===== src/rtl/mfde_pkg.sv =====
// shared constants and types for the monochrome framebuffer draw engine
package mfde_pkg;

  localparam int SCREEN_WIDTH_DEF  = 128;
  localparam int SCREEN_HEIGHT_DEF = 64;
  localparam int GLYPH_SIDE        = 8;
  localparam int GLYPH_BITS        = GLYPH_SIDE * GLYPH_SIDE;

  typedef enum logic [2:0] {
    MODE_PIXEL = 3'd0,
    MODE_HLINE = 3'd1,
    MODE_VLINE = 3'd2,
    MODE_RECT  = 3'd3,
    MODE_GLYPH = 3'd4,
    MODE_CLEAR = 3'd5,
    MODE_READ  = 3'd6
  } mode_t;

endpackage


===== src/rtl/mfde_pix_addr.sv =====
// pixel address unit: screen bounds check, byte address and bit mask
module mfde_pix_addr
  import mfde_pkg::*;
#(
  parameter int SCREEN_WIDTH  = SCREEN_WIDTH_DEF,
  parameter int SCREEN_HEIGHT = SCREEN_HEIGHT_DEF,
  parameter int ADDR_W        = 10
) (
  input  logic [8:0]        px,
  input  logic [8:0]        py,
  output logic              on_screen,
  output logic [ADDR_W-1:0] addr,
  output logic [7:0]        mask
);

  logic [15:0] addr_full;

  assign on_screen = ({1'b0, px} < 10'(SCREEN_WIDTH)) && ({1'b0, py} < 10'(SCREEN_HEIGHT));
  assign addr_full = 16'(px) + 16'(py[8:3]) * 16'(SCREEN_WIDTH);
  assign addr      = addr_full[ADDR_W-1:0];
  assign mask      = 8'h01 << py[2:0];

endmodule


===== config.mk =====
export PLATFORM = sky130hd
export DESIGN_NAME = mfde_pix_addr
export DESIGN_NICKNAME = d
export VERILOG_FILES = /design/src/rtl/mfde_pkg.sv /design/src/rtl/mfde_pix_addr.sv
export SDC_FILE = /design/constraint.sdc
export NUM_CORES = 1
export LEC_CHECK = 0
export ABC_AREA = 1
export BUFFER_PORTS_ARGS = -buffer_cell sky130_fd_sc_hd__buf_2
export CAP_MARGIN = 20
export CORE_AREA = 4 4 41 43
export DETAILED_ROUTE_END_ITERATION = 6
export DIE_AREA = 0 0 45 47
export GPL_TIMING_DRIVEN = 0
export PLACE_DENSITY_LB_ADDON = 0.2
export RECOVER_POWER = 25
export SLEW_MARGIN = 20
export SYNTH_ARGS = -nofsm -noshare
export SYNTH_HDL_FRONTEND = slang
export SYNTH_SLANG_ARGS = --single-unit

===== constraint.sdc =====
create_clock -name vclk -period 2.86
set_input_delay 0.572 -clock vclk [all_inputs]
set_output_delay 0.572 -clock vclk [all_outputs]
set_load 0.02 [all_outputs]

==> impl_metrics.json <==
{
  "cp.required_ps": 2290,
  "first_pass_grt_wire_length_microns": 765,
  "worstSetupStartpointType": "input pin",
  "worst_pin_slew_ps": 252,
  "cts_setup_buffers": 0,
  "timing.critical_path.slowest_cell_delay_ps": 370,
  "grt.overflow.total": 0,
  "final-seq-area_sq_um": 0,
  "critical_path_arrival_ps": 1540,
  "fmax_mhz": 473,
  "timing_max_transition_violations_final": 0,
  "ioPinCount": 37,
  "routed_wl_microns": 544,
  "hpwlAfterDp_microns": 519,
  "grt_setup_unrepaired": "no",
  "cts_resized": 0,
  "peakVddDrop_v": 0.0000484,
  "yosys.area.top_type": "sky130_fd_sc_hd__buf_4",
  "drt-vias-per-instance": 3.61,
  "synthesis.area_sq_um": 184,
  "area_overhead_vs_synth_pct": 89.1,
  "cp_slowest_cell": "sky130_fd_sc_hd__fa_1",
  "worstSetupPathType": "in -> out",
  "dpl-instance-area_sq_um": 353,
  "post-layout-total-power_mw": 0.0633,
  "post_drt_wl_per_cell_microns": 7.06,
  "hold_class": "in -> out",
  "grt_pass1_vias": 207,
  "portBuffers": 30,
  "floorplan.die.width_microns": 45,
  "yosys_warnings": 0,
  "most_repeated_library_cell_on_the_critical_path": "sky130_fd_sc_hd__buf_2",
  "postCtsHoldBufs": 0,
  "worst-path-max-fanout": 2,
  "power.density_mw_per_mm2": 182,
  "synth.area.top_cells": "sky130_fd_sc_hd__buf_4, sky130_fd_sc_hd__inv_1, sky130_fd_sc_hd__nor3_1",
  "synth.distinct_cells": 8,
  "commonest_cells_in_the_synthesized_netlist": "sky130_fd_sc_hd__inv_1, sky130_fd_sc_hd__buf_4, sky130_fd_sc_hd__nor3_1, sky130_fd_sc_hd__nor2_1, sky130_fd_sc_hd__nand2_1",
  "track_usage": 0.0441,
  "setup_tns_ps": 0,
  "fp-row-count": 13,
  "setup_viol": 0,
  "drt_first_iter_violations": 0,
  "final_hold_viol_count": 0,
  "synth_top_area_share": 0.286,
  "die_h_microns": 47,
  "synthesis.area_per_instance_sq_um": 5.75,
  "fill_cells": 156,
  "max-slew-margin-rel": 0.833,
  "dr.pass1.iters": 1,
  "antenna_cells_inserted": 0,
  "timing.final.crit_share": 0.740,
  "clock_buffers": 0,
  "design.die.area_sq_mm": 0.00212,
  "largest_net_degree_at_the_start_of_global_routing": 7,
  "final_antenna_net_count": 0,
  "outcome": "finished, final reports clean",
  "seq_cell_count": 0,
  "crit_path_end_kind": "primary output",
  "antenna_found_initial": 0,
  "seq_area_frac_synth": 0,
  "synthCells": 32,
  "post-route-min-period_ps": 2120,
  "floorplan.initialDensity": 0.141,
  "detail_route.drc_violations": 0,
  "post-synth-top-count-cell": "sky130_fd_sc_hd__inv_1",
  "core-area_sq_mm": 0.00130,
  "gp_routability_congestion": 0.578,
  "vias": 278,
  "layout.nets": 84,
  "whs_ps": 1360,
  "post-route-cell-area_sq_um": 348,
  "crit_chain": "buf_2 > ha_1 > inv_1 > fa_1 > xnor2_1 > buf_2",
  "leakage_nw": 0.233,
  "layout-drive-gt1-share": 0.532,
  "max_cap_check_violation_count": 0,
  "synth_nets": 52
}
==> routing by layer <==
layer | global-route usage | part of all wire | vias to the layer above
met3 | 0.0115 | 0.23 | 0
met4 | 0 | 0 | 0
met5 | 0 | 0 | -
met1 | 0.0474 | 0.32 | 107
li1 | - | - | 147
met2 | 0.0904 | 0.45 | 24
==> critical path, delay by kind of cell <==
family	cells	cell delay, ps
adder cells (fa/ha/maj)	2	510
XOR/XNOR	1	160
buffers and inverters	3	310
==> report_power, final <==
group | internal (mW) | leakage (nW) | switching [mW]
Sequential | 0 | 0 | 0
Clock | 0 | 0 | 0
Combinational | 0.0262 | 0.233 | 0.0370
==> area by class of cell <==
cell class	count	area (sq um)	share of cell area
well taps	15	18.8	0.0540
repair buffers	30	145	0.417
inverters	9	33.8	0.0971
multi-input cells	16	97.6	0.281
plain buffers	7	52.6	0.151
==> through the flow <==
step                 util  std cells  setup WS, ps
floorplan               -         32           781
global placement    0.271         77           745
detailed placement  0.271         77           750
CTS                 0.271         77           735
global route        0.267         77           692
finish              0.267         77           745
==> cell usage in the layout, fill, tap and decap left out <==
cell type | Yosys | final
sky130_fd_sc_hd__clkbuf_1 | 0 | 4
sky130_fd_sc_hd__nor3_1 | 6 | 6
sky130_fd_sc_hd__nand2_1 | 3 | 3
sky130_fd_sc_hd__xnor2_1 | 1 | 1
sky130_fd_sc_hd__nor2_1 | 4 | 4
sky130_fd_sc_hd__fa_1 | 1 | 1
sky130_fd_sc_hd__ha_1 | 1 | 1
sky130_fd_sc_hd__inv_1 | 9 | 9
sky130_fd_sc_hd__buf_2 | 0 | 26
sky130_fd_sc_hd__buf_4 | 7 | 7
==> cells by family (layout without fill, tap and decap cells) <==
group | Yosys count | after routing | share of synthesized area
xor+xnor | 1 | 1 | 0.0476
simple gates | 13 | 13 | 0.306
fa+ha+maj | 2 | 2 | 0.177
buf+inv | 16 | 46 | 0.469
==> path summary, 6_finish.rpt <==
check   from  endpoint  slack (ps)  cells after the start
min    px[0]   addr[0]        1360                      2
max    px[7]   addr[9]         740                      6
No activity file was read; power rests on OpenSTA's default activity.
